===== config.mk =====
export PLATFORM = sky130hd
export DESIGN_NAME = morbit_digit_to_morse_letter_decoder_core
export DESIGN_NICKNAME = d
export VERILOG_FILES = /design/src/design/morbit_pkg.sv /design/src/design/morbit_digit_to_morse_letter_decoder_core.sv
export SDC_FILE = /design/constraint.sdc
export NUM_CORES = 1
export LEC_CHECK = 0
export ABC_AREA = 0
export BUFFER_PORTS_ARGS = -buffer_cell sky130_fd_sc_hd__buf_2
export CAP_MARGIN = 20
export CORE_ASPECT_RATIO = 0.75
export CORE_UTILIZATION = 25
export CTS_CLUSTER_DIAMETER = 150
export DETAILED_ROUTE_END_ITERATION = 8
export GPL_ROUTABILITY_DRIVEN = 1
export PLACE_DENSITY = 0.46
export SYNTH_ARGS = -nofsm -noshare
export SYNTH_HDL_FRONTEND = slang
export SYNTH_SLANG_ARGS = --single-unit

===== constraint.sdc =====
create_clock -name clk -period 11.4 [get_ports clk]
set_input_delay 1.71 -clock clk [delete_from_list [all_inputs] [get_ports clk]]
set_output_delay 1.71 -clock clk [all_outputs]
set_load 0.005 [all_outputs]

===== src/design/morbit_pkg.sv =====
// shared types, constants and lookup functions for the morbit digit decoder
package morbit_pkg;

	localparam int COUNT_BITS = 14;
	localparam int KEY_BITS = 36;
	localparam int FILL_BITS = 5;
	localparam int ADDR_BITS = 4;
	localparam int DATA_BITS = 64;

	localparam logic [2:0] CODE_MAX_LEN = 3'd4;
	localparam logic [2:0] CODE_LEN_OVER = 3'd5;
	localparam logic [1:0] SEP_RUN_LIMIT = 2'd3;
	localparam logic [FILL_BITS-1:0] FILLER_RESET = 5'd23;
	localparam logic [31:0] ROM_VALID = 32'h3FD7_FFFC;

	// register index as seen on paddr[3]
	localparam logic REG_KEY_MAP = 1'b0;
	localparam logic REG_FILLER = 1'b1;

	localparam logic KIND_LETTER = 1'b0;
	localparam logic KIND_SUMMARY = 1'b1;

	typedef enum logic [1:0] {
		SYM_DOT  = 2'd0,
		SYM_DASH = 2'd1,
		SYM_SEP  = 2'd2
	} sym_t;

	typedef struct packed {
		logic [2:0]            code_len;
		logic [4:0]            code_val;
		logic [1:0]            sep_run;
		logic [COUNT_BITS-1:0] tokens;
		logic [COUNT_BITS-1:0] letters;
	} mstate_t;

	localparam mstate_t ST_RESET = '{
		code_len: 3'd0,
		code_val: 5'd1,
		sep_run:  2'd0,
		tokens:   '0,
		letters:  '0
	};

	typedef struct packed {
		mstate_t              st;
		logic                 emit;
		logic [FILL_BITS-1:0] letter;
		logic                 ok;
	} step_t;

	typedef struct packed {
		logic                  kind;
		logic [4:0]            letter;
		logic                  letter_ok;
		logic [COUNT_BITS-1:0] token_count;
		logic [COUNT_BITS-1:0] valid_count;
		logic                  run_end;
	} res_t;

	function automatic logic [4:0] rom_letter(logic [4:0] code);
		logic [4:0] l;
		l = 5'd0;
		unique case (code)
			5'd2:  l = 5'd4;
			5'd3:  l = 5'd19;
			5'd4:  l = 5'd8;
			5'd6:  l = 5'd13;
			5'd7:  l = 5'd12;
			5'd8:  l = 5'd18;
			5'd9:  l = 5'd20;
			5'd10: l = 5'd17;
			5'd11: l = 5'd22;
			5'd12: l = 5'd3;
			5'd13: l = 5'd10;
			5'd14: l = 5'd6;
			5'd15: l = 5'd14;
			5'd16: l = 5'd7;
			5'd17: l = 5'd21;
			5'd18: l = 5'd5;
			5'd20: l = 5'd11;
			5'd22: l = 5'd15;
			5'd23: l = 5'd9;
			5'd24: l = 5'd1;
			5'd25: l = 5'd23;
			5'd26: l = 5'd2;
			5'd27: l = 5'd24;
			5'd28: l = 5'd25;
			5'd29: l = 5'd16;
			default: l = 5'd0;
		endcase
		return l;
	endfunction

	// pair / 3 as a symbol: values above two read as dot
	function automatic sym_t pair_top(logic [3:0] pair);
		sym_t s;
		s = SYM_DOT;
		case (pair) inside
			[4'd3:4'd5]: s = SYM_DASH;
			[4'd6:4'd8]: s = SYM_SEP;
			default:     s = SYM_DOT;
		endcase
		return s;
	endfunction

	// pair % 3 as a symbol
	function automatic sym_t pair_bot(logic [3:0] pair);
		sym_t s;
		s = SYM_DOT;
		case (pair) inside
			4'd1, 4'd4, 4'd7, 4'd10, 4'd13: s = SYM_DASH;
			4'd2, 4'd5, 4'd8, 4'd11, 4'd14: s = SYM_SEP;
			default:                        s = SYM_DOT;
		endcase
		return s;
	endfunction

	function automatic logic [COUNT_BITS-1:0] sat_inc(logic [COUNT_BITS-1:0] c);
		return (&c) ? c : c + 1'b1;
	endfunction

	// one symbol against the codeword state
	function automatic step_t sym_step(mstate_t s, sym_t sym, logic [FILL_BITS-1:0] filler);
		step_t r;
		logic  ok;
		ok = 1'b0;
		r.st = s;
		r.emit = 1'b0;
		r.letter = filler;
		r.ok = 1'b0;
		if (sym == SYM_SEP) begin
			if (s.code_len != 3'd0) begin
				ok = (s.code_len <= CODE_MAX_LEN) && ROM_VALID[s.code_val];
				r.emit = 1'b1;
				r.ok = ok;
				if (ok) begin
					r.letter = rom_letter(s.code_val);
					r.st.letters = sat_inc(s.letters);
				end
				r.st.tokens = sat_inc(s.tokens);
				r.st.code_len = 3'd0;
				r.st.code_val = 5'd1;
			end
			if (s.sep_run < SEP_RUN_LIMIT) begin
				r.st.sep_run = s.sep_run + 2'd1;
			end
		end else begin
			// a long separator run just ended: one invalid token
			if (s.sep_run >= SEP_RUN_LIMIT) begin
				r.st.tokens = sat_inc(s.tokens);
			end
			r.st.sep_run = 2'd0;
			if (s.code_len < CODE_MAX_LEN) begin
				r.st.code_val = {s.code_val[3:0], sym == SYM_DASH};
			end
			if (s.code_len < CODE_LEN_OVER) begin
				r.st.code_len = s.code_len + 3'd1;
			end
		end
		return r;
	endfunction

endpackage


===== src/design/morbit_digit_to_morse_letter_decoder_core.sv =====
// morbit digit decoder: key lookup, morse codeword assembly and result queue
// an accepted digit waits in stage 1 until the result queue has room for its results
// throughput while res_ready is high: one digit per cycle if each digit yields at most
// one result; digits with two or three results drain one per cycle from the 4-entry queue
// reset: codeword state and counts cleared, key_map 0, filler_letter 23, queue empty
module morbit_digit_to_morse_letter_decoder_core (
	input  logic                                 clk,
	input  logic                                 arst_n,
	// configuration
	input  logic                                 psel,
	input  logic                                 penable,
	input  logic                                 pwrite,
	input  logic [morbit_pkg::ADDR_BITS-1:0]     paddr,
	input  logic [morbit_pkg::DATA_BITS-1:0]     pwdata,
	output logic [morbit_pkg::DATA_BITS-1:0]     prdata,
	output logic                                 pready,
	// digit requests
	input  logic                                 req_valid,
	output logic                                 req_ready,
	input  logic [3:0]                           digit,
	input  logic                                 last,
	// results
	output logic                                 res_valid,
	input  logic                                 res_ready,
	output logic                                 kind,
	output logic [4:0]                           letter,
	output logic                                 letter_ok,
	output logic [morbit_pkg::COUNT_BITS-1:0]    token_count,
	output logic [morbit_pkg::COUNT_BITS-1:0]    valid_count,
	output logic                                 run_end
);

	logic [morbit_pkg::KEY_BITS-1:0]  key_map_q;
	logic [morbit_pkg::FILL_BITS-1:0] filler_q;
	logic                             cfg_wr;

	logic       valid_s1;
	logic [3:0] digit_s1;
	logic       last_s1;

	morbit_pkg::mstate_t st_q;
	morbit_pkg::mstate_t st_nxt;
	morbit_pkg::mstate_t st_dig;
	morbit_pkg::mstate_t st_end;

	morbit_pkg::res_t res_q [4];
	morbit_pkg::res_t res_nxt [4];
	logic [2:0]       cnt_q;
	logic [2:0]       cnt_nxt;
	logic [2:0]       base;
	logic [2:0]       pos;

	logic req_acc;
	logic pop;
	logic fire;

	logic             digit_ok;
	logic [3:0]       pair;
	morbit_pkg::step_t st_a;
	morbit_pkg::step_t st_b;
	morbit_pkg::step_t st_f;
	morbit_pkg::res_t cand [4];
	logic [3:0]       cand_en;

	// configuration port
	assign pready = 1'b1;
	assign cfg_wr = psel & penable & pwrite & pready;

	always_comb begin
		unique case (paddr[3])
			morbit_pkg::REG_KEY_MAP:
				prdata = {{(morbit_pkg::DATA_BITS - morbit_pkg::KEY_BITS){1'b0}}, key_map_q};
			morbit_pkg::REG_FILLER:
				prdata = {{(morbit_pkg::DATA_BITS - morbit_pkg::FILL_BITS){1'b0}}, filler_q};
			default:
				prdata = '0;
		endcase
	end

	always_ff @(posedge clk or negedge arst_n) begin
		if (!arst_n) begin
			key_map_q <= '0;
			filler_q <= morbit_pkg::FILLER_RESET;
		end else if (cfg_wr) begin
			if (paddr[3] == morbit_pkg::REG_KEY_MAP) begin
				key_map_q <= pwdata[morbit_pkg::KEY_BITS-1:0];
			end else begin
				filler_q <= pwdata[morbit_pkg::FILL_BITS-1:0];
			end
		end
	end

	// handshakes
	assign pop = res_valid & res_ready;
	assign base = cnt_q - {2'b00, pop};
	// room for three more results after this cycle's pop
	assign fire = valid_s1 && (base <= 3'd1);
	assign req_ready = !valid_s1 || fire;
	assign req_acc = req_valid & req_ready;

	always_ff @(posedge clk or negedge arst_n) begin
		if (!arst_n) begin
			valid_s1 <= 1'b0;
		end else begin
			valid_s1 <= req_acc | (valid_s1 & !fire);
		end
	end

	always_ff @(posedge clk) begin
		if (req_acc) begin
			digit_s1 <= digit;
			last_s1 <= last;
		end
	end

	// key lookup
	always_comb begin
		digit_ok = 1'b1;
		unique case (digit_s1)
			4'd1: pair = key_map_q[3:0];
			4'd2: pair = key_map_q[7:4];
			4'd3: pair = key_map_q[11:8];
			4'd4: pair = key_map_q[15:12];
			4'd5: pair = key_map_q[19:16];
			4'd6: pair = key_map_q[23:20];
			4'd7: pair = key_map_q[27:24];
			4'd8: pair = key_map_q[31:28];
			4'd9: pair = key_map_q[35:32];
			default: begin
				pair = 4'd0;
				digit_ok = 1'b0;
			end
		endcase
	end

	// top symbol, bottom symbol, then the end-of-message flush
	always_comb begin
		st_a = morbit_pkg::sym_step(st_q, morbit_pkg::pair_top(pair), filler_q);
		st_b = morbit_pkg::sym_step(st_a.st, morbit_pkg::pair_bot(pair), filler_q);
		st_dig = digit_ok ? st_b.st : st_q;
		st_f = morbit_pkg::sym_step(st_dig, morbit_pkg::SYM_SEP, filler_q);
		st_end = st_dig;
		if (st_dig.code_len != 3'd0) begin
			st_end = st_f.st;
		end else if (st_dig.sep_run >= morbit_pkg::SEP_RUN_LIMIT) begin
			// trailing separator run counts as one invalid token
			st_end.tokens = morbit_pkg::sat_inc(st_dig.tokens);
		end
		st_nxt = last_s1 ? morbit_pkg::ST_RESET : st_dig;

		cand_en[0] = digit_ok & st_a.emit;
		cand_en[1] = digit_ok & st_b.emit;
		cand_en[2] = last_s1 & (st_dig.code_len != 3'd0);
		cand_en[3] = last_s1;

		cand[0] = '{kind: morbit_pkg::KIND_LETTER, letter: st_a.letter, letter_ok: st_a.ok,
			token_count: '0, valid_count: '0, run_end: 1'b0};
		cand[1] = '{kind: morbit_pkg::KIND_LETTER, letter: st_b.letter, letter_ok: st_b.ok,
			token_count: '0, valid_count: '0, run_end: 1'b0};
		cand[2] = '{kind: morbit_pkg::KIND_LETTER, letter: st_f.letter, letter_ok: st_f.ok,
			token_count: '0, valid_count: '0, run_end: 1'b0};
		cand[3] = '{kind: morbit_pkg::KIND_SUMMARY, letter: 5'd0, letter_ok: 1'b0,
			token_count: st_end.tokens, valid_count: st_end.letters, run_end: 1'b0};

		// final result of the request carries run_end
		cand[0].run_end = cand_en[0] & ~|cand_en[3:1];
		cand[1].run_end = cand_en[1] & ~|cand_en[3:2];
		cand[2].run_end = cand_en[2] & ~cand_en[3];
		cand[3].run_end = cand_en[3];
	end

	always_ff @(posedge clk or negedge arst_n) begin
		if (!arst_n) begin
			st_q <= morbit_pkg::ST_RESET;
		end else if (fire) begin
			st_q <= st_nxt;
		end
	end

	// result queue: head at entry 0, shifts on pop, new results packed after the tail
	always_comb begin
		for (int i = 0; i < 3; i++) begin
			res_nxt[i] = pop ? res_q[i+1] : res_q[i];
		end
		res_nxt[3] = res_q[3];
		pos = base;
		if (fire) begin
			for (int j = 0; j < 4; j++) begin
				if (cand_en[j]) begin
					res_nxt[pos[1:0]] = cand[j];
					pos = pos + 3'd1;
				end
			end
		end
		cnt_nxt = pos;
	end

	always_ff @(posedge clk or negedge arst_n) begin
		if (!arst_n) begin
			cnt_q <= 3'd0;
		end else begin
			cnt_q <= cnt_nxt;
		end
	end

	always_ff @(posedge clk) begin
		for (int i = 0; i < 4; i++) begin
			res_q[i] <= res_nxt[i];
		end
	end

	assign res_valid = (cnt_q != 3'd0);
	assign kind = res_q[0].kind;
	assign letter = res_q[0].letter;
	assign letter_ok = res_q[0].letter_ok;
	assign token_count = res_q[0].token_count;
	assign valid_count = res_q[0].valid_count;
	assign run_end = res_q[0].run_end;

endmodule


=== Yosys cells after proc, flatten, opt, wreduce, memory -nomap -nowiden ===
Memories as Yosys holds them, arrays and structs flattened.
Index checks and enable logic that the tools add are counted.

* Magnitude comparators: 28
* Add/sub/neg operators: 15
* Multiplexer cells: 75
* Equal/unequal tests: 23
* Reductions and logical operators: 32
* Bitwise operators: 18

{| class="wikitable"
|+ Operators by type and width
! cell !! count
|-
| $mux 144 || 8
|-
| $bwmux 144 || 4
|-
| $demux 36 s2 || 4
|-
| $mux 36 || 7
|-
| $mux 14 || 14
|-
| $pmux 64 s2 || 1
|-
| $mux 35 || 3
|-
| $add 14x1->14 const B || 6
|-
| $reduce_and 14->1 || 6
|-
| $mux 38 || 2
|-
| $mux 24 || 2
|-
| $mux 21 || 2
|-
| $pmux 4 s9 || 1
|-
| $mux 3 || 10
|-
| $eq 4x3->1 const B || 7
|-
| $eq 4x4->1 const B || 7
|-
| $mux 5 || 5
|-
| $add 3x1->3 const B || 6
|-
| $lt 5x6->1 const B || 3
|-
| $mux 8 || 2
|-
| $eq 4x2->1 const B || 3
|-
| $ge 3x3->1 const B || 4
|-
| $lt 3x1->1 const B || 4
|-
| $lt 3x3->1 const B || 4
|-
| 28 further kinds || 76
|}

* ROM bits: 576
* Memories: 7
* Register bits after elaboration: 88
* Memory bits (writable): 144
* Input bits: 80
* Word-level logic and storage cells: 209
* Output and inout port bits: 103

{| class="wikitable"
|+ Memories
! name !! depth !! width !! rd ports !! clocked after Yosys merged registers in !! write ports !! line !! text
|-
| (name not given) || 32 || 5 || 1 || 0 || 0 || morbit_pkg.sv:64 || <nowiki>unique case (code)</nowiki>
|-
| (name not given) || 32 || 5 || 1 || 0 || 0 || morbit_pkg.sv:64 ||
|-
| (name not given) || 32 || 5 || 1 || 0 || 0 || morbit_pkg.sv:64 ||
|-
| res_q || 4 || 36 || 4 || 0 || 4 || morbit_digit_to_morse_letter_decoder_core.sv:46 || <nowiki>morbit_pkg::res_t res_q [4];</nowiki>
|-
| (name not given) || 32 || 1 || 1 || 0 || 0 || morbit_pkg.sv:134 || <nowiki>ok = (s.code_len <= CODE_MAX_LEN) && ROM_VALID[s.code_val];</nowiki>
|-
| (name not given) || 32 || 1 || 1 || 0 || 0 || morbit_pkg.sv:134 ||
|-
| +1 memories || - || - || - || - || - || - ||
|}

=== Longest topological paths before layout ===
Gate-level depths: netlist of the first run.

* Word-level depth: 33
* Gate-level depth with buffers: 32
* Gate-level depth less buffers: 25

=== Least setup slack after synthesis of the first run ===
Ideal clock, no wire load.

* Kind: input -> register
* Start: in res_ready
* End: mem res_q[3][19] (netlist name) (data pin)
* Required time: 11247 ps
* Cell stages on the path: 22
* Arrival time: 7481 ps
* Library setup time: 153 ps
* Buffers on the path: 6
* Slack: 3767 ps
* Cell sequence: and2_1 > clkbuf_1 > clkbuf_1 > clkbuf_1 > clkbuf_1 > clkbuf_1 > ha_1 > ha_1 > inv_1 > ha_1 > a21oi_1 > ha_1 > nand2_1 > o21ai_0 > ha_1 > mux2_2 > ha_1 > and2_1 > nor3_1 > clkbuf_1 > nand2_1 > o21ai_0

{| class="wikitable"
|+ RTL lines
! item !! line !! text
|-
| from (decl) || morbit_digit_to_morse_letter_decoder_core.sv:24 || <nowiki>input logic res_ready,</nowiki>
|-
| to (decl) || morbit_digit_to_morse_letter_decoder_core.sv:46 ||
|}

==> summary by stage, run 1 <==
Clock network
The clock sink count is between 200 and 250. The tree is rooted in a sky130_fd_sc_hd__clkbuf_16. The clock edge transition at the registers on the reported setup and hold paths is approximately 60 ps. The number of setup buffers added after CTS is 0. In this run the number of H-tree levels came out at 1. The total of hold buffers inserted after clock tree synthesis is 0. In this run the deepest clock path goes through 3 buffers. The number of CTS-inserted buffers is 29. The CTS tree is done. The clock latency reported for the late side of the worst-skew pair is 590 ps. After clock tree synthesis, the repair step resized 0 gates.

Critical path
The startpoint of the lowest-slack register-to-register path is digit_s1[2]. The critical path ends at res_q[3][13]. Data arrives at the worst endpoint at 9500 ps. The most frequent cell on the critical path is sky130_fd_sc_hd__or4_1.

On the worst path, the slowest cell contributes a delay of approximately 860 ps. The logic depth of the worst setup path including buffers is 26. The family of cells with the greatest summed delay on the critical path is simple AND/OR/NAND/NOR gates. The buffering stage count on the worst path with inverters included is 3.

The type of origin of the critical path is a register. The critical path is of the reg2reg type. The depth of the worst register-to-register path is 26. The nature of the critical path endpoint is a register. Across all register-to-register paths, the minimum setup slack is between 2000 and 2500 ps. The slowest stage of the critical path is the sky130_fd_sc_hd__nor3_1 cell. The reg-to-reg endpoint is res_q[3][13]. Along the worst path, the maximum fanout reaches 23. The startpoint of the worst setup timing path is digit_s1[2]. At the worst endpoint, the required time is ~12,000 ps.

Pwr
The total design power is roughly 0.007 W. The clock group share of total power is 0.137. The switching fraction of total power is 0.5164. The total power density per cell area is between 300 and 400 mW/mm2. The maximum ir drop on the vdd rail is between 0.2 and 0.3 mV. The analysis attributes to cell leakage a power of around 7.5 nW.

Internal power comes to around 0.0034 W. The register share of total power is 0.225. The logic gate share of total power is 0.638. The net load switching power is between 0.003 and 0.004 W.

Global route
The largest net degree at the start of global routing is 61. The number of global-route vias before repair is about 16,000. The global-route usage over all layers is 0.1637. For this run the aggregate overflow at the end of global routing stands at 0. The first-pass GRT wire length is about 93,000 um. The initial antenna violation count is 0.

Floorplanning
In this run the core area contains 83 standard-cell rows. From left edge to right edge, the die measures ~310 um. between 150 and 200 I/O pins were placed.

The placeable core region is between 0.06 and 0.07 mm2. The floorplan step defined a die boundary enclosing between 0.07 and 0.08 mm2. The initial utilization of the core area, before any placement, comes to 0.2533. The vertical die dimension is around 230 um.

Place
The placed wire-length estimate after detailed placement is approximately 42,000 um. The number of buffers inserted by port buffering is 122. The cell count after placement is slightly below 3,000. The congestion estimate from routability-driven global placement came to roughly 0.87.

STA
Setup violations remaining at the end of the flow were counted as 0. The minimum clock period after layout is 9171 ps. The max-slew violation count is 0. Across the routed clock network, the largest skew measured is roughly 18 ps.

Measured against its own limit, the worst slew margin works out to 0.2531. In the finished design, the share of the clock period the worst path needs comes to 0.8045. The sum of negative setup slack is 0 ps. The fmax is 109.0 MHz. At the pin with the least slew margin, the transition time is 1106 ps. The number of hold violations in the final report is 0. Setup repair after global routing left no endpoint under its margin. The final worst hold slack is roughly 520 ps.

Cells and area
The area growth from synthesis to layout is 13.65%. The sequential cell area in the final layout is approximately 0.0055 mm2. The number of nets in the final layout is between 2,000 and 2,500.

The area occupied by multi-input gates is between 0.01 and 0.015 mm2. The final instance count without filler cells is approximately 3,000. The number of antenna diodes in the final layout is 0. The share of final-layout standard cells stronger than drive strength 1 is 0.1668. Once layout is complete, the utilization of the core stands at 0.2879. Counting the fill cells in the layout gives around 7,300.

Yosys
Averaged over all synthesized cells, the footprint is ~8.5 um2. The most used flip-flop cell after synthesis is sky130_fd_sc_hd__dfxtp_1. The fraction of registers with async set or reset after synthesis is 0.3578. The count of synthesis-stage warnings from yosys is 0. Of the synthesized area, sequential elements account for 0.3154. The number of enable flip-flop cells after synthesis is a little over 40. The synthesized netlist occupies a cell area of 0.01736 mm2. Counting every instance in the synthesized netlist gives roughly 2,000. In this run, distinct cell masters in the synthesized netlist total a little over 100. The register bit total from synthesis is between 200 and 250.

Detailed routing
The number of remaining DRC errors is 0. The final layout contains routed wiring with a total length of slightly below 60,000 um. Once detail routing completed, the nets flagged for antenna violations numbered 0. After detailed routing, the average wire length per cell comes to between 15 and 20 um.

The detailed-route via count is 16,290. For this run, the detailed router's first-pass iteration total came to 6. In the routed layout, each cell is associated on average with a via count of roughly 5.4. The number of violations reported at the end of detailed-routing iteration 0 is around 1,400.

Worst hold path
The worst hold-check path type is reg2reg. Along the worst hold path, the cell count comes to 1.

Run status
The flow ran to the end, and the final reports show no timing, DRC or antenna violations.

Job
The max-cap check violation count is 0.
kinds of logic (layout without fill, tap and decap cells):
logic type | count (synthesis) | after routing | share of synthesized area
compound gates | 602 | 602 | 0.2396
xor+xnor | 66 | 66 | 0.03546
fa+ha+maj | 40 | 40 | 0.02883
buf+inv | 221 | 259 | 0.05729
flops | 232 | 232 | 0.3154
mux | 202 | 202 | 0.1221
other cells | 2 | 29 | 0.0004326
simple gates | 674 | 674 | 0.2009
worst reg2reg max path, stage by stage (launching register included):
cell,delay (ps)
sky130_fd_sc_hd__edfxtp_1,800
sky130_fd_sc_hd__mux2_2,440
sky130_fd_sc_hd__o2bb2ai_1,180
sky130_fd_sc_hd__or4_1,790
sky130_fd_sc_hd__nor3_1,860
sky130_fd_sc_hd__buf_4,290
sky130_fd_sc_hd__o21ai_0,100
sky130_fd_sc_hd__a21oi_1,270
sky130_fd_sc_hd__or2_2,240
sky130_fd_sc_hd__inv_1,90
sky130_fd_sc_hd__ha_1,290
sky130_fd_sc_hd__nand2_1,140
sky130_fd_sc_hd__nor3b_1,190
sky130_fd_sc_hd__a221oi_1,100
sky130_fd_sc_hd__a2111oi_4,490
sky130_fd_sc_hd__o311ai_2,190
sky130_fd_sc_hd__nor2_1,570
sky130_fd_sc_hd__xor2_1,420
sky130_fd_sc_hd__ha_1,250
sky130_fd_sc_hd__inv_1,50
sky130_fd_sc_hd__or4_1,540
sky130_fd_sc_hd__nand2_1,120
sky130_fd_sc_hd__nand3_1,150
sky130_fd_sc_hd__or4_1,600
sky130_fd_sc_hd__nor3_1,220
sky130_fd_sc_hd__mux2i_1,400
sky130_fd_sc_hd__o21ai_0,150
power by group through the flow:
stage               Clock (W)  Combinational [W]  Sequential, W
floorplan                   0            0.00308        0.00146
global placement            0            0.00433        0.00158
detailed placement          0            0.00442        0.00159
CTS                  0.000994            0.00444        0.00158
global route          0.00102            0.00492        0.00162
finish               0.000959            0.00448        0.00158
Yosys cell counts (18+ instances only):
master,count,area share
sky130_fd_sc_hd__nand3_1,68,0.020
sky130_fd_sc_hd__o211ai_1,45,0.019
sky130_fd_sc_hd__mux2i_1,127,0.073
sky130_fd_sc_hd__nor3_1,43,0.012
sky130_fd_sc_hd__nand2_1,220,0.048
sky130_fd_sc_hd__edfxtp_1,41,0.071
sky130_fd_sc_hd__o21ai_0,117,0.034
sky130_fd_sc_hd__dfxtp_1,108,0.12
sky130_fd_sc_hd__ha_1,40,0.029
sky130_fd_sc_hd__a22o_1,19,0.0096
sky130_fd_sc_hd__nand4_1,19,0.0068
sky130_fd_sc_hd__xnor2_1,45,0.023
sky130_fd_sc_hd__mux2_2,72,0.047
sky130_fd_sc_hd__inv_1,41,0.0089
sky130_fd_sc_hd__buf_2,21,0.0061
sky130_fd_sc_hd__buf_4,35,0.015
sky130_fd_sc_hd__a31oi_1,20,0.0072
sky130_fd_sc_hd__dfrtp_1,78,0.11
sky130_fd_sc_hd__nor2_1,112,0.024
sky130_fd_sc_hd__nand3b_1,18,0.0078
sky130_fd_sc_hd__clkbuf_1,118,0.026
sky130_fd_sc_hd__nor2b_1,45,0.016
sky130_fd_sc_hd__a21oi_1,95,0.027
sky130_fd_sc_hd__o22ai_1,93,0.034
sky130_fd_sc_hd__o21a_1,19,0.0082
sky130_fd_sc_hd__and2_1,21,0.0076
layout by cell type, fill, tap and decap left out, types with 68 or more instances in the layout:
cell                      synthesis  layout
sky130_fd_sc_hd__o21ai_0        117     117
sky130_fd_sc_hd__a21oi_1         95      93
sky130_fd_sc_hd__dfxtp_1        108     108
sky130_fd_sc_hd__nand2_1        220     219
sky130_fd_sc_hd__buf_2           21     121
sky130_fd_sc_hd__mux2_2          72      72
sky130_fd_sc_hd__dfrtp_1         78      78
sky130_fd_sc_hd__nand3_1         68      68
sky130_fd_sc_hd__nor2_1         112     111
sky130_fd_sc_hd__mux2i_1        127     126
sky130_fd_sc_hd__o22ai_1         93      93
through the flow:
stage | worst slack, ps | instance area, um2
final | 2229 | 19730
after global routing | 1583 | 19730
after CTS | 2334 | 19730
after detailed placement | 2373 | 18750
after global placement | 2426 | 18740
after floorplan | 3767 | 17460
registers in the layout (all words and copies together) (netlist names):
name / flops
last_s1: 1
key_map_q: 36
digit_s1: 4
filler_q: 5
cnt_q: 3
valid_s1: 1
res_q: 144
st_q: 38
per-layer routing:
layer / global-route usage / part of all wire
met5: 0 / 0
met4: 0.03188 / 0.016
met3: 0.01797 / 0.047
met2: 0.2511 / 0.44
met1: 0.2450 / 0.50
worst min-delay path by stage:
| stage | start | end | slack [ps] |
|---|---|---|---|
| final | key_map_q[23] | key_map_q[23] | 520 |
| after CTS | key_map_q[18] | key_map_q[18] | 520 |
| after global routing | key_map_q[23] | key_map_q[23] | 540 |
| after global placement | res_q[1][7] | res_q[1][7] | 500 |
| after detailed placement | key_map_q[18] | key_map_q[18] | 510 |
| after floorplan | key_map_q[14] | key_map_q[14] | 490 |
layout make-up:
class | count | share of cell area
Sequential cell | 232 | 0.2776
Clock buffer | 41 | 0.04166
Inverter | 42 | 0.007990
Timing Repair Buffer | 163 | 0.04648
Clock inverter | 13 | 0.008180
Tap cell | 892 | 0.05656
Multi-Input combinational cell | 1613 | 0.5616
Power figures use the tool's default switching activity.
==> run 2: changes to the inputs <==
Settings changed: ABC_AREA 0 to 1, PLACE_DENSITY 0.46 to 0.45.
Clock period 11.4 ns to 9.2 ns, I/O delays scaled along.
==> run 2 against run 1 <==
Global-route usage rose by 0.59 points; first-iteration DRC count rose by 11%; wire length increased by 8.1%; cell count increased by 28%; register-to-register slack improved by 200 ps; fmax grew 36%; via count grew 12%; synthesized cell count grew 37%; synthesized area increased by 3.9%; sequential share of layout area shrank 0.99 points; clock skew up 11 ps; critical path type unchanged; largest cell class unchanged.
==> summary by stage, run 2 <==
Detailed routing
In the final routed layout, each cell accounts on average for ~17 um. For this run, the detailed router's first-pass iteration total came to 6. The length of routed met2 wiring is 26,490 um. The mean number of vias per cell is approximately 4.8. In this run the remaining antenna-violating nets after routing total 0. The number of violations reported at the end of detailed-routing iteration 0 is roughly 1,600. In this run the top signal layer used is met4. The routed design uses slightly above 3000 um of met3 wire. The number of remaining DRC errors is 0. The final layout contains routed wiring with a total length of between 60,000 and 70,000 um.

The length of routed wiring on met1 is 33,500 um. Detailed routing inserted a total of between 15,000 and 20,000 vias.

Yosys
Sorting the synthesized cells by how often they occur yields sky130_fd_sc_hd__nand2_1, sky130_fd_sc_hd__inv_1, sky130_fd_sc_hd__o21ai_0. The share of the Yosys chip area taken by registers is 0.3035. The fraction of registers with async set or reset after synthesis is 0.3578.

Of the post-synthesis cell area, the dominant cell type holds 0.1724. The count of synthesis-stage warnings from yosys is 0. The largest total area in the synthesized netlist belongs to sky130_fd_sc_hd__nand2_1. The synthesized netlist contains 59 unique library cells. The average footprint of a synthesized cell is approximately 6.4 um2. Among all cell types in the netlist, the one instantiated most often is sky130_fd_sc_hd__nand2_1. Yosys mapped a number of flops with a built-in enable equal to slightly above 40. The netlist area before placement is ~0.018 mm2. The register bit total from synthesis is around 230. Among all flip-flop cells after synthesis, the most frequent one is sky130_fd_sc_hd__dfxtp_1. The instance count of the mapped netlist is ~2,800.

Yosys attributes the largest share of cell area to sky130_fd_sc_hd__nand2_1, sky130_fd_sc_hd__dfxtp_1, sky130_fd_sc_hd__dfrtp_1.

Clock network
The number of cells upsized or downsized after cts is 0. The CTS tree is done. The maximum clock insertion buffer count is 3. The number of setup buffers added after CTS is 0.

TritonCTS created 30 clock buffers. Clock tree synthesis selected as its root buffer the cell sky130_fd_sc_hd__clkbuf_16. The clock sink count is about 230. The number of levels in the clock H-tree is 1.

The clock edge transition at the registers on the reported setup and hold paths is around 60 ps. For the worst-skew pair, the clock arrives at the later sink with an insertion delay of 590 ps. The total of hold buffers inserted after clock tree synthesis is 0.

Run status
The flow ran to the end, and the final reports show no timing, DRC or antenna violations.

Cells and area
The number of nets in the final layout is 2,978. Leaving out fill and tap cells, the most frequent cells in the layout are sky130_fd_sc_hd__nand2_1, sky130_fd_sc_hd__inv_1, sky130_fd_sc_hd__o21ai_0. The register with the most flip-flops in the layout has around 140 of them. The final instance count without filler cells is ~3,800.

The share of final-layout standard cells stronger than drive strength 1 is 0.1232. The number of antenna diodes in the final layout is 0. Once layout is complete, the utilization of the core stands at 0.2893. In the final layout, the registers with the most flip-flops are res_q (144), st_q (38), key_map_q (36). The area added between synthesis and finish is 13.40%.

The top register by number of flip-flops is res_q. The commonest non-fill, non-tap cell in the layout is sky130_fd_sc_hd__nand2_1.

Floorplanning
The total I/O pin count is 183. The total die area is 0.07327 mm2. The chip width is ~310 um. The number of core rows is 84. In this run the standard cell core region covers between 0.07 and 0.08 mm2. Measured along the y axis, the die boundary spans around 230 um. The starting density of the core is 0.2551.

Critical path
The type of the setup path with the least slack is reg2reg. The critical path starts at digit_s1[2]. At the worst endpoint, the required time is around 9700 ps. STA classifies the critical path endpoint as a register. The startpoint identified for the worst register-to-register timing path is digit_s1[2]. STA classifies the critical path startpoint as a register.

On the worst path, the slowest cell contributes a delay of between 500 and 600 ps. The cell with the largest stage delay on the worst path is sky130_fd_sc_hd__nand2_4. The maximum fanout count along the critical path is between 40 and 50.

The most frequent cell on the critical path is sky130_fd_sc_hd__nand2_1. The arrival time of the worst setup path is slightly above 7000 ps.

Place
The cell count after placement is around 3,800. After legalization and detailed placement, the total HPWL measured approximately 46,000 um. Routability-driven placement finished with a final weighted congestion of ~0.86. The number of buffers inserted by port buffering is 122.

STA
The worst clock skew on the final layout is roughly 29 ps. The minimum clock period after layout is just under 7000 ps. The final critical-path share of the clock period is 0.7356. Setup total negative slack on the finished layout was measured at 0 ps.

Setup repair after global routing left no endpoint under its margin. The max-slew violation count came to 0. The number of hold violations in the final report is 0.

The slew at the pin with the worst max-slew slack is 1027 ps. Measured against its own limit, the worst slew margin works out to 0.3152. The fmax is between 100 and 150 MHz. The count of endpoints failing setup in the final report is 0.

Worst hold path
The tightest min-delay check is of the reg2reg type. In this run the most critical hold path is launched from filler_q[2].

Global route
Entering global routing, the biggest net connects 87 pins. The global-route usage over all layers is 0.1696. The initial antenna violation count is 1. The number of global-route vias before repair is around 17,000.

After global routing the overflow that remains totals 0. The first global-routing pass estimated approximately 100,000 um of wire.

Job
The max-cap check violation count is 0.
==> run 2: cell families (layout without fill, tap and decap cells) <==
family | Yosys count | in the layout | synth area share
muxes | 40 | 40 | 0.02240
AOI/OAI and AO/OA | 582 | 582 | 0.1864
and+or+nand+nor | 1395 | 1395 | 0.3323
DFF | 232 | 232 | 0.3035
other | 2 | 29 | 0.0004162
xor gates and xnor gates | 35 | 35 | 0.01865
buffers and inverters | 473 | 529 | 0.1087
adders and majority gates | 40 | 40 | 0.02774
==> run 2: worst max-delay path, delay by kind of cell (launching register included) <==
kind	cells	cell delay, ps
flip-flops	1	480
AO/OA/AOI/OAI	7	1010
buffers and inverters	6	940
adder cells (fa/ha/maj)	2	450
AND/OR/NAND/NOR	16	3510
XOR/XNOR	1	260
==> run 2: metal layers <==
metal / GRT usage / vias up
met4: 0.03238 / 0
li1: - / 9261
met3: 0.02136 / 63
met2: 0.2479 / 408
met5: 0 / -
met1: 0.2625 / 8554
==> run 2: final timing paths <==
path	slack, ps	end	cells past startpoint
max in group asynchronous	7210	st_q[15]	2
min reg2reg	510	filler_q[2]	2
max	2430	res_q[0][33]	32
max reg2reg	2430	res_q[0][33]	32
min in group asynchronous	720	key_map_q[19]	1
min	510	filler_q[2]	2
==> run 2: area by class of cell <==
type / instances / area, um2
clock buffers: 40 / 859.6
repair buffers: 144 / 798.3
well taps: 946 / 1184
clock inverters: 16 / 170.2
flip-flops and latches: 232 / 5477
multi-input cells: 2121 / 10740
inverters: 329 / 1237
fillers: 7927 / 50270
==> run 2: per-stage QoR <==
stage	cell area [um2]	hold slack (ps)	setup slack [ps]
6_report	20460	513.7	2433
5_1_grt	20460	533.6	1927
2_1_floorplan	18150	473.6	3312
4_1_cts	20460	522.5	2465
3_3_place_gp	19410	511.7	2262
3_5_place_dp	19430	513.6	2304
Power of run 2 is left out: the tool's default activity adds up to more than one toggle a clock period on the data nets, which glitch-free logic cannot reach.
